[config.mk]
export PLATFORM = sky130hd
export DESIGN_NAME = crc_checked_packet_deframer
export DESIGN_NICKNAME = d
export VERILOG_FILES = /design/src/design/cdf_pkg.sv /design/src/design/cdf_cfg_regs.sv /design/src/design/cdf_crc_byte.sv /design/src/design/cdf_parser.sv /design/src/design/cdf_out_stage.sv /design/src/design/crc_checked_packet_deframer.sv
export SDC_FILE = /design/constraint.sdc
export NUM_CORES = 1
export LEC_CHECK = 0
export ABC_AREA = 1
export BUFFER_PORTS_ARGS = -buffer_cell sky130_fd_sc_hd__buf_2
export CAP_MARGIN = 20
export CORE_ASPECT_RATIO = 0.9
export CORE_MARGIN = 2
export CORE_UTILIZATION = 60
export DETAILED_ROUTE_END_ITERATION = 7
export PLACE_DENSITY = 0.82
export SLEW_MARGIN = 10
export SYNTH_ARGS = -nofsm -noshare
export SYNTH_HDL_FRONTEND = slang
export SYNTH_SLANG_ARGS = --single-unit
[constraint.sdc]
create_clock -name clk -period 3.05 [get_ports clk]
set_input_delay 0.4575 -clock clk [delete_from_list [all_inputs] [get_ports clk]]
set_output_delay 0.4575 -clock clk [all_outputs]
set_load 0.1 [all_outputs]
[src/design/cdf_pkg.sv]
// Shared types and constants for the CRC checked packet deframer.
// Used by every module of the block; depends on nothing.
package cdf_pkg;

  localparam int unsigned CFG_INDEX_W = 2;
  localparam int unsigned CFG_DATA_W  = 16;

  localparam logic [CFG_INDEX_W-1:0] CFG_SYNC_FIRST       = 2'd0;
  localparam logic [CFG_INDEX_W-1:0] CFG_SYNC_SECOND      = 2'd1;
  localparam logic [CFG_INDEX_W-1:0] CFG_EXPECTED_VERSION = 2'd2;
  localparam logic [CFG_INDEX_W-1:0] CFG_MAX_PAYLOAD      = 2'd3;

  localparam logic [7:0]  SYNC_FIRST_RST       = 8'hAA;
  localparam logic [7:0]  SYNC_SECOND_RST      = 8'h55;
  localparam logic [7:0]  EXPECTED_VERSION_RST = 8'h01;
  localparam logic [15:0] MAX_PAYLOAD_RST      = 16'd1024;

  localparam logic [15:0] CRC_INIT = 16'hFFFF;
  localparam logic [15:0] CRC_POLY = 16'h1021;

  typedef enum logic [1:0] {
    EV_NONE = 2'd0,
    EV_DATA = 2'd1,
    EV_GOOD = 2'd2,
    EV_ERR  = 2'd3
  } event_t;

  typedef enum logic [1:0] {
    ERR_NONE    = 2'd0,
    ERR_VERSION = 2'd1,
    ERR_LENGTH  = 2'd2,
    ERR_CRC     = 2'd3
  } err_t;

  typedef struct packed {
    logic [7:0]  sync_first;
    logic [7:0]  sync_second;
    logic [7:0]  expected_version;
    logic [15:0] max_payload;
  } cfg_t;

  typedef struct packed {
    event_t      event_res;
    logic [7:0]  data_byte;
    logic        last_payload;
    logic [7:0]  frame_type;
    logic [15:0] frame_length;
    err_t        error_code;
  } result_t;

endpackage

[src/design/cdf_cfg_regs.sv]
// Configuration register file of the deframer.
// Depends on cdf_pkg for register indexes, reset values and the cfg_t struct.
module cdf_cfg_regs (
  input  logic                                clk,
  input  logic                                rst,
  input  logic                                cfg_we,
  input  logic [cdf_pkg::CFG_INDEX_W-1:0]     cfg_index,
  input  logic [cdf_pkg::CFG_DATA_W-1:0]      cfg_data,
  output cdf_pkg::cfg_t                       cfg
);

  always_ff @(posedge clk) begin
    if (rst) begin
      cfg.sync_first       <= cdf_pkg::SYNC_FIRST_RST;
      cfg.sync_second      <= cdf_pkg::SYNC_SECOND_RST;
      cfg.expected_version <= cdf_pkg::EXPECTED_VERSION_RST;
      cfg.max_payload      <= cdf_pkg::MAX_PAYLOAD_RST;
    end else if (cfg_we) begin
      case (cfg_index)
        cdf_pkg::CFG_SYNC_FIRST:       cfg.sync_first       <= cfg_data[7:0];
        cdf_pkg::CFG_SYNC_SECOND:      cfg.sync_second      <= cfg_data[7:0];
        cdf_pkg::CFG_EXPECTED_VERSION: cfg.expected_version <= cfg_data[7:0];
        cdf_pkg::CFG_MAX_PAYLOAD:      cfg.max_payload      <= cfg_data[15:0];
        default: ;
      endcase
    end
  end

endmodule

[src/design/cdf_crc_byte.sv]
// One-byte update of CRC-16/CCITT-FALSE, MSB first, eight shift steps.
// Depends on cdf_pkg for the polynomial.
module cdf_crc_byte (
  input  logic [15:0] crc_in,
  input  logic [7:0]  data,
  output logic [15:0] crc_out
);

  always_comb begin
    logic [15:0] c;
    c = crc_in ^ {data, 8'h00};
    for (int k = 0; k < 8; k++) begin
      if (c[15]) begin
        c = {c[14:0], 1'b0} ^ cdf_pkg::CRC_POLY;
      end else begin
        c = {c[14:0], 1'b0};
      end
    end
    crc_out = c;
  end

endmodule

[src/design/cdf_parser.sv]
// Frame parsing state machine: sync hunt, header, payload count and CRC check.
// Depends on cdf_pkg and cdf_crc_byte; produces one result per accepted byte.
module cdf_parser (
  input  logic              clk,
  input  logic              rst,
  input  logic              fire,
  input  logic [7:0]        rx_byte,
  input  cdf_pkg::cfg_t     cfg,
  output cdf_pkg::result_t  res
);

  typedef enum logic [3:0] {
    PH_SYNC0   = 4'd0,
    PH_SYNC1   = 4'd1,
    PH_VERSION = 4'd2,
    PH_TYPE    = 4'd3,
    PH_LEN0    = 4'd4,
    PH_LEN1    = 4'd5,
    PH_PAYLOAD = 4'd6,
    PH_CRC0    = 4'd7,
    PH_CRC1    = 4'd8
  } phase_t;

  phase_t      phase, phase_next;
  logic [15:0] crc, crc_next;
  logic [7:0]  crc_low, crc_low_next;
  logic [15:0] length_expected, length_expected_next;
  logic [15:0] bytes_received, bytes_received_next;
  logic [7:0]  type_held, type_held_next;
  logic [15:0] crc_upd;
  logic [15:0] count_inc;
  logic [15:0] length_full;

  cdf_crc_byte u_crc (
    .crc_in  (crc),
    .data    (rx_byte),
    .crc_out (crc_upd)
  );

  assign count_inc   = bytes_received + 16'd1;
  assign length_full = {rx_byte, length_expected[7:0]};

  always_comb begin
    phase_next           = phase;
    crc_next             = crc;
    crc_low_next         = crc_low;
    length_expected_next = length_expected;
    bytes_received_next  = bytes_received;
    type_held_next       = type_held;
    res                  = '0;
    case (phase)
      PH_SYNC0: begin
        if (rx_byte == cfg.sync_first) begin
          phase_next = PH_SYNC1;
        end
      end
      PH_SYNC1: begin
        if (rx_byte == cfg.sync_second) begin
          phase_next           = PH_VERSION;
          crc_next             = cdf_pkg::CRC_INIT;
          bytes_received_next  = '0;
          length_expected_next = '0;
          type_held_next       = '0;
        end else begin
          phase_next = PH_SYNC0;
        end
      end
      PH_VERSION: begin
        if (rx_byte != cfg.expected_version) begin
          phase_next           = PH_SYNC0;
          crc_next             = cdf_pkg::CRC_INIT;
          crc_low_next         = '0;
          length_expected_next = '0;
          bytes_received_next  = '0;
          res.event_res        = cdf_pkg::EV_ERR;
          res.error_code       = cdf_pkg::ERR_VERSION;
        end else begin
          crc_next   = crc_upd;
          phase_next = PH_TYPE;
        end
      end
      PH_TYPE: begin
        type_held_next = rx_byte;
        crc_next       = crc_upd;
        phase_next     = PH_LEN0;
      end
      PH_LEN0: begin
        length_expected_next = {8'h00, rx_byte};
        crc_next             = crc_upd;
        phase_next           = PH_LEN1;
      end
      PH_LEN1: begin
        if (length_full > cfg.max_payload) begin
          phase_next           = PH_SYNC0;
          crc_next             = cdf_pkg::CRC_INIT;
          crc_low_next         = '0;
          length_expected_next = '0;
          bytes_received_next  = '0;
          res.event_res        = cdf_pkg::EV_ERR;
          res.error_code       = cdf_pkg::ERR_LENGTH;
        end else begin
          length_expected_next = length_full;
          crc_next             = crc_upd;
          phase_next           = (length_full == 16'd0) ? PH_CRC0 : PH_PAYLOAD;
        end
      end
      PH_PAYLOAD: begin
        crc_next            = crc_upd;
        bytes_received_next = count_inc;
        res.event_res       = cdf_pkg::EV_DATA;
        res.data_byte       = rx_byte;
        if (count_inc >= length_expected) begin
          res.last_payload = 1'b1;
          phase_next       = PH_CRC0;
        end
      end
      PH_CRC0: begin
        crc_low_next = rx_byte;
        phase_next   = PH_CRC1;
      end
      PH_CRC1: begin
        if ({rx_byte, crc_low} != crc) begin
          crc_next             = cdf_pkg::CRC_INIT;
          crc_low_next         = '0;
          length_expected_next = '0;
          bytes_received_next  = '0;
          res.event_res        = cdf_pkg::EV_ERR;
          res.error_code       = cdf_pkg::ERR_CRC;
        end else begin
          res.event_res    = cdf_pkg::EV_GOOD;
          res.frame_type   = type_held;
          res.frame_length = length_expected;
        end
        phase_next = PH_SYNC0;
      end
      default: begin
        phase_next           = PH_SYNC0;
        crc_next             = cdf_pkg::CRC_INIT;
        crc_low_next         = '0;
        length_expected_next = '0;
        bytes_received_next  = '0;
      end
    endcase
  end

  always_ff @(posedge clk) begin
    if (rst) begin
      phase           <= PH_SYNC0;
      crc             <= cdf_pkg::CRC_INIT;
      crc_low         <= '0;
      length_expected <= '0;
      bytes_received  <= '0;
      type_held       <= '0;
    end else if (fire) begin
      phase           <= phase_next;
      crc             <= crc_next;
      crc_low         <= crc_low_next;
      length_expected <= length_expected_next;
      bytes_received  <= bytes_received_next;
      type_held       <= type_held_next;
    end
  end

endmodule

[src/design/cdf_out_stage.sv]
// Result register between the parser and the output channel.
// Depends on cdf_pkg for the result_t struct.
module cdf_out_stage (
  input  logic              clk,
  input  logic              rst,
  input  logic              load,
  input  cdf_pkg::result_t  res_in,
  input  logic              out_ready,
  output logic              out_valid,
  output logic              can_load,
  output cdf_pkg::result_t  res_out
);

  assign can_load = !out_valid || out_ready;

  always_ff @(posedge clk) begin
    if (rst) begin
      out_valid <= 1'b0;
    end else if (load) begin
      out_valid <= 1'b1;
    end else if (out_ready) begin
      out_valid <= 1'b0;
    end
  end

  always_ff @(posedge clk) begin
    if (load) begin
      res_out <= res_in;
    end
  end

endmodule

[src/design/crc_checked_packet_deframer.sv]
// Top level of the CRC checked packet deframer.
// Depends on cdf_pkg, cdf_cfg_regs, cdf_parser, cdf_crc_byte and cdf_out_stage.
//
// Usage:
//   Input channel: rx_byte with in_valid / in_ready; one transaction per byte.
//   Output channel: one result transaction per input byte, carried on
//   event_res, data_byte, last_payload, frame_type, frame_length and
//   error_code with out_valid / out_ready.
//   Configuration: cfg_we writes cfg_data into register cfg_index
//   (0 sync_first, 1 sync_second, 2 expected_version, 3 max_payload);
//   write only while no transaction is in flight.
//   A result is registered: it appears the cycle after its byte is accepted.
//   Throughput: one byte per cycle unless the output stalls; the parser state
//   and the byte-wide CRC update are combinational, before the result register.
//   A stalled receiver holds the result register; in_ready then drops until
//   the pending result is taken, so no result is lost.
//   Reset: rst is synchronous; it restores the register defaults, puts the
//   parser in the sync hunt with the CRC at 0xFFFF and empties the output.
module crc_checked_packet_deframer (
  input  logic                             clk,
  input  logic                             rst,
  input  logic                             in_valid,
  output logic                             in_ready,
  input  logic [7:0]                       rx_byte,
  output logic                             out_valid,
  input  logic                             out_ready,
  output logic [1:0]                       event_res,
  output logic [7:0]                       data_byte,
  output logic                             last_payload,
  output logic [7:0]                       frame_type,
  output logic [15:0]                      frame_length,
  output logic [1:0]                       error_code,
  input  logic                             cfg_we,
  input  logic [cdf_pkg::CFG_INDEX_W-1:0]  cfg_index,
  input  logic [cdf_pkg::CFG_DATA_W-1:0]   cfg_data
);

  cdf_pkg::cfg_t    cfg;
  cdf_pkg::result_t res_comb;
  cdf_pkg::result_t res_reg;
  logic             fire;

  assign fire = in_valid && in_ready;

  cdf_cfg_regs u_cfg (
    .clk       (clk),
    .rst       (rst),
    .cfg_we    (cfg_we),
    .cfg_index (cfg_index),
    .cfg_data  (cfg_data),
    .cfg       (cfg)
  );

  cdf_parser u_parser (
    .clk     (clk),
    .rst     (rst),
    .fire    (fire),
    .rx_byte (rx_byte),
    .cfg     (cfg),
    .res     (res_comb)
  );

  cdf_out_stage u_out (
    .clk       (clk),
    .rst       (rst),
    .load      (fire),
    .res_in    (res_comb),
    .out_ready (out_ready),
    .out_valid (out_valid),
    .can_load  (in_ready),
    .res_out   (res_reg)
  );

  assign event_res    = res_reg.event_res;
  assign data_byte    = res_reg.data_byte;
  assign last_payload = res_reg.last_payload;
  assign frame_type   = res_reg.frame_type;
  assign frame_length = res_reg.frame_length;
  assign error_code   = res_reg.error_code;

endmodule

Yosys cells after proc, flatten, opt, wreduce, memory -nomap -nowiden
Cells that the tools add are included.
{"block": "totals", "reg_bits": 146, "latch_bits": 0, "ram_bits": 0, "mem_bits_ro": 0, "in_bits": 31, "output_inout_bits": 39, "elab_cells": 125, "memories": 0}
{"block": "op_classes", "addsub": 1, "multipliers": 0, "n_div": 0, "n_lt_le_gt_ge": 2, "n_eq_ne": 21, "shift": 0, "muxes": 44, "bitwise": 14, "n_reduce_logical": 25}
{"cell": "case mux 16 bit (6 select lines)", "count": 3}
{"cell": "two-way mux 16 bit", "count": 9}
{"cell": "two-way mux 13 bit", "count": 8}
{"cell": "case mux 8 bit (5 select lines)", "count": 1}
{"cell": "two-way mux 8 bit", "count": 4}
{"cell": "case mux 4 bit (8 select lines)", "count": 1}
{"cell": "NOT 3 bit", "count": 8}
{"cell": "adder 16 x 1 -> 16 bit (second input constant)", "count": 1}
{"cell": "== test 4 x 3 -> 1 bit (second input constant)", "count": 4}
{"cell": "== test 8 bit", "count": 2}
{"cell": ">= comparator 16 bit", "count": 1}
{"cell": "greater-than comparator 16 bit", "count": 1}
{"cell": "logical NOT 16 bit", "count": 1}
{"cell": "inequality test 16 bit", "count": 1}
{"cell": "case mux 8 bit (2 select lines)", "count": 1}
{"cell": "XOR 16 bit", "count": 1}
{"cell": "two-way mux 2 bit", "count": 6}
{"cell": "two-way mux 4 bit", "count": 3}
{"cell": "inequality test 2 x 1 -> 1 bit (second input constant)", "count": 6}
{"cell": "AND reduction 6 bit", "count": 2}
{"cell": "AND reduction 5 bit", "count": 2}
{"cell": "== test 4 x 2 -> 1 bit (second input constant)", "count": 2}
{"cell": "inequality test 8 bit", "count": 1}
{"cell": "case mux 2 bit (4 select lines)", "count": 1}
{"cell": "other kinds (20)", "count": 37}

Depth between registers and ports, before layout
{"block": "logic_depth", "ltp_word": 19, "depth_mapped": 21, "mapped_depth_nobuf": 21}

Cells and area by module
A second synthesis with hierarchy kept.
{"block": "hier_totals", "hier_cells": 1364, "hier_area_um2": 8789.7}
{"module": "cdf_parser", "n_inst": 1, "cells_per_inst": 964, "area_per_inst_um2": 5519.0, "seq_area_each_um2": 1361.3}
{"module": "cdf_cfg_regs", "n_inst": 1, "cells_per_inst": 241, "area_per_inst_um2": 1620.3, "seq_area_each_um2": 800.8}
{"module": "cdf_out_stage", "n_inst": 1, "cells_per_inst": 42, "area_per_inst_um2": 1153.6, "seq_area_each_um2": 1131.1}
{"module": "cdf_crc_byte", "n_inst": 1, "cells_per_inst": 115, "area_per_inst_um2": 489.2, "seq_area_each_um2": 0.0}
{"module": "crc_checked_packet_deframer", "n_inst": 1, "cells_per_inst": 2, "area_per_inst_um2": 7.5, "seq_area_each_um2": 0.0}

Least setup slack after synthesis
Ideal clock, no wire load.
{"block": "synth_timing", "path_kind": "flip-flop to flip-flop", "startpoint": "register u_out.out_valid", "endpoint": "register u_parser.crc[4]", "setup_time_ns": 0.134, "arrival_ns": 3.515, "required_ns": 2.916, "setup_slack_ns": -0.599, "stages_incl_launch_ff": 11, "path_buffers": 1, "synth_period_minus_slack_ns": 3.649, "path_cell_list": "dfxtp_1 > nand2_1 > nand2_1 > inv_1 > nand3_1 > nand2_1 > nand3_4 > inv_2 > buf_6 > nand2_1 > nand3_1"}
{"block": "synth_via", "elab_chain_len": 4}
{"element": "start, declared", "line": "cdf_out_stage.sv:9", "rtl": "output logic out_valid,"}
{"element": "start signal, assigned", "line": "cdf_out_stage.sv:18", "rtl": "out_valid <= 1'b0;"}
{"element": "start signal, assigned", "line": "cdf_out_stage.sv:20", "rtl": "out_valid <= 1'b1;"}
{"element": "start signal, assigned", "line": "cdf_out_stage.sv:22", "rtl": "out_valid <= 1'b0;"}
{"element": "logical NOT 1 bit", "line": "cdf_out_stage.sv:14", "rtl": "assign can_load = !out_valid || out_ready;"}
{"element": "logical OR 1 bit", "line": "cdf_out_stage.sv:14"}
{"element": "via in_ready", "line": "crc_checked_packet_deframer.sv:23", "rtl": "output logic in_ready,"}
{"element": "logical AND 1 bit", "line": "crc_checked_packet_deframer.sv:43", "rtl": "assign fire = in_valid && in_ready;"}
{"element": "via fire", "line": "crc_checked_packet_deframer.sv:41", "rtl": "logic fire;"}
{"element": "AND reduction 4 bit (no source line)"}
{"element": "end signal, assigned", "line": "cdf_parser.sv:149", "rtl": "crc <= cdf_pkg::CRC_INIT;"}
{"element": "end signal, assigned", "line": "cdf_parser.sv:156", "rtl": "crc <= crc_next;"}
{"element": "end, declared", "line": "cdf_parser.sv:25", "rtl": "logic [15:0] crc, crc_next;"}
The timed path passes the listed nets, and every way through them passes these cells.
A chain may end at the register's enable or synchronous reset.

Worst setup path in the final report
{"block": "layout_timing", "startpoint": "register u_parser.bytes_received[0]", "endpoint": "register u_parser.phase[3]"}
{"block": "layout_via", "elab_chain_len": 4}
{"element": "start, declared", "line": "cdf_parser.sv:28", "rtl": "logic [15:0] bytes_received, bytes_received_next;"}
{"element": "start signal, assigned", "line": "cdf_parser.sv:159", "rtl": "bytes_received <= bytes_received_next;"}
{"element": "adder 16 x 1 -> 16 bit", "line": "cdf_parser.sv:40", "rtl": "assign count_inc = bytes_received + 16'd1;"}
{"element": ">= comparator 16 bit", "line": "cdf_parser.sv:112", "rtl": "if (count_inc >= length_expected) begin"}
{"element": "inequality test 2 x 1 -> 1 bit (no source line)"}
{"element": "AND reduction 3 bit (no source line)"}
{"element": "end signal, assigned", "line": "cdf_parser.sv:155", "rtl": "phase <= phase_next;"}
{"element": "end, declared", "line": "cdf_parser.sv:24", "rtl": "phase_t phase, phase_next;"}
No other way between the ends.

==> flow_summary_export.csv <==
group,metric,value,unit
outcome,outcome,"finished, final reports clean",
sta,setup_slack,247.5,ps
clock_tree,cts_num_sinks,146,
floorplan,ioPinCount,70,
placed_design,portBuffers,69,
synthesis,ys_ff_latch,146,
sta,setup_viol,0,
route,drt_iter0_markers,617,
sta,worstMarginPinSlew,714.8,ps
route,wl_per_cell,14.71,um
synthesis,syn_nets,1164,
clock_tree,path_clk_slew,60,ps
critical_path,path_class,"reg2reg",
critical_path,crit_path_end_kind,"flop",
flow_run,maxCapViolCount,0,
synthesis,yosysSeqAreaShare,0.4107,
route,vias,7347,
clock_tree,root_buffer,"clkbuf_16",
sta,drv_slew,0,
route,firstDrtPassIters,6,
floorplan,initial_core_util,0.6069,
clock_tree,htreeDepth,4,
global_route,grt_max_degree,43,
synthesis,synth-main-ff-cell,"dfxtp_1",
global_route,grt_usage,0.2914,
route,postRouteAntennaNets,0,
cells_and_area,antenna_cells,0,
synthesis,ys_types,33,
cells_and_area,drive_above_1_share,0.1454,
sta,slew_headroom,0.5229,
cells_and_area,final_cells,1344,
sta,fin_crit,2803,ps
power,ir_drop,0.0005828,V
global_route,grt_pass1_wl,33290,um
synthesis,syn_area,0.008019,mm2
placed_design,dp_cells,1311,
global_route,grt_pass1_vias,6981,
worst_hold_path,hold_class,"in2reg",
clock_tree,insertion_delay,440,ps
route,drc,0,
sta,hold_viol,0,
critical_path,critPathArrivalTime,3130,ps
route,via_per_inst,5.467,
synthesis,synthArstFlopShare,0,
placed_design,preCtsSetupSlack,101.1,ps
clock_tree,cts.path.max_buffers,2,
clock_tree,cts_tree,"done",
sta,post-route-period-util,0.9189,
critical_path,reg2reg_depth,19,
synthesis,synth_warnings,0,
floorplan,die_x,125.9,um
global_route,antenna_found_initial,0,
cells_and_area,syn_to_final_growth,13.90,%
floorplan,dieArea,0.01431,mm2
synthesis,syn_inst,1100,
route,finalWirelength,19770,um
critical_path,crit_fanout,6,
worst_hold_path,whs_path_depth,3,
power,p_leak,4.102,nW
power,powerDensity,878.2,mW/mm2
clock_tree,cts-buffers-inserted,17,
cells_and_area,nets,1227,
sta,fmax,356.8,MHz
synthesis,post_synth.cell_area_avg,7.290,um2
floorplan,core_area,0.01321,mm2
critical_path,required,3380,ps
synthesis,synth_enable_flop_cells,37,
global_route,grt_remaining_overflow,0,
placed_design,dp_hpwl,13770,um
placed_design,place.gp.congestion,1.011,
floorplan,row_count,40,
sta,finClkSkew,9.788,ps
sta,hold-worst-slack,272.8,ps
critical_path,cp-start-kind,"flop",
floorplan,dieHeight,113.7,um
[per-stage QoR]
stage                     power, W  setup TNS (ps)  instance area (um2)  utilization
after floorplan           0.005062               0                 8023            -
after global placement    0.005539               0                 8449       0.6395
after detailed placement  0.005604               0                 8449       0.6395
after CTS                 0.007942               0                 9099       0.6886
after global routing      0.008483          -17.35                 9134       0.6913
final                     0.008021               0                 9134       0.6913
[worst paths after layout]
check                             start           endpoint  slack, ps
max          u_parser.bytes_received[0]  u_parser.phase[3]        250
min                        cfg_data[10]      u_cfg.cfg[10]        270
max reg2reg  u_parser.bytes_received[0]  u_parser.phase[3]        250
min reg2reg                u_cfg.cfg[5]       u_cfg.cfg[5]        460
[registers in the layout, indices dropped and copies added (netlist names)]
signal and flops:
u_parser.bytes_received 16, u_parser.type_held 8, u_parser.crc 16, u_out.res_out 37, u_parser.length_expected 16, u_parser.crc_low 8, u_parser.phase 4, u_out.out_valid 1
u_cfg.cfg 40
[power by group]
| group | internal [W] | switching [W] |
|---|---|---|
| clock network | 0.00147 | 0.000836 |
| logic | 0.000990 | 0.00211 |
| registers | 0.00232 | 0.000290 |
[cell usage in the layout (no fill, tap or decap), types with 12 or more instances in the layout]
cell       count
nand4_1       24
nor2_1       162
clkbuf_16     17
a21oi_1       68
inv_2         12
xnor2_1       28
ha_1          33
inv_1        115
dfxtp_1      107
nand3_1       85
buf_4         14
nand2_1      263
o21ai_0       45
buf_2         69
edfxtp_1      37
xor2_1        16
nand2_2       13
[critical path: stages, from the launching register on]
cell     delay [ps]
dfxtp_2         350
ha_1            260
nand3_2         120
inv_1            60
nand3_1         100
nor2_1           70
or2_2           270
nand2_1         110
inv_1            60
ha_1            260
nand2_1          50
inv_1            50
nand3_1         100
nor2_2          160
nand3_1         110
nand4_1         130
nand2_2          90
buf_4           150
o21ai_0         130
a21oi_1          60
[area by class of cell]
class	count	area [um2]
clock buffers	19	442.9
clock inverters	13	206.4
fillers	1116	4079
inverters	132	498.0
multi-input cells	782	4010
flip-flops and latches	146	3296
well taps	168	210.2
repair buffers	84	470.5
[logic make-up (layout without fill, tap and decap cells)]
logic type | count (synthesis) | in the layout | synth area share
AOI/OAI and AO/OA | 119 | 119 | 0.07552
xor gates and xnor gates | 44 | 44 | 0.04806
adders and majority gates | 33 | 33 | 0.05149
buffers and inverters | 172 | 248 | 0.09284
DFF | 146 | 146 | 0.4107
and+or+nand+nor | 586 | 586 | 0.3214
[routing by layer]
metal | track usage | routed length (um) | vias to the layer above
li1 | - | - | 3651
met1 | 0.3884 | 8701 | 3338
met2 | 0.4717 | 8976 | 316
met3 | 0.05441 | 1579 | 42
met4 | 0.1209 | 507 | 0
met5 | 0 | 0 | -
[synth_stat cells (all sizes together), types with 3 or more instances]
library cell  number  area share
a21oi             68       0.042
buf               20       0.021
clkbuf            20      0.0094
clkinv             3      0.0014
dfxtp            109        0.27
edfxtp            37        0.14
ha                33       0.051
inv              129       0.061
nand2            280        0.14
nand3             90       0.061
nand4             25       0.020
nor2             171       0.087
nor3              10      0.0069
nor4               4      0.0031
o21ai             47       0.029
or2                6      0.0047
xnor2             28       0.031
xor2              16       0.017
[what timing repair did]
item / in CTS / in global routing
setup endpoints to repair: 0 / 5
gates resized for setup: 0 / 9
hold buffers: 0 / 0
buffers inserted: 0 / 1
Power figures use the tool's default switching activity.
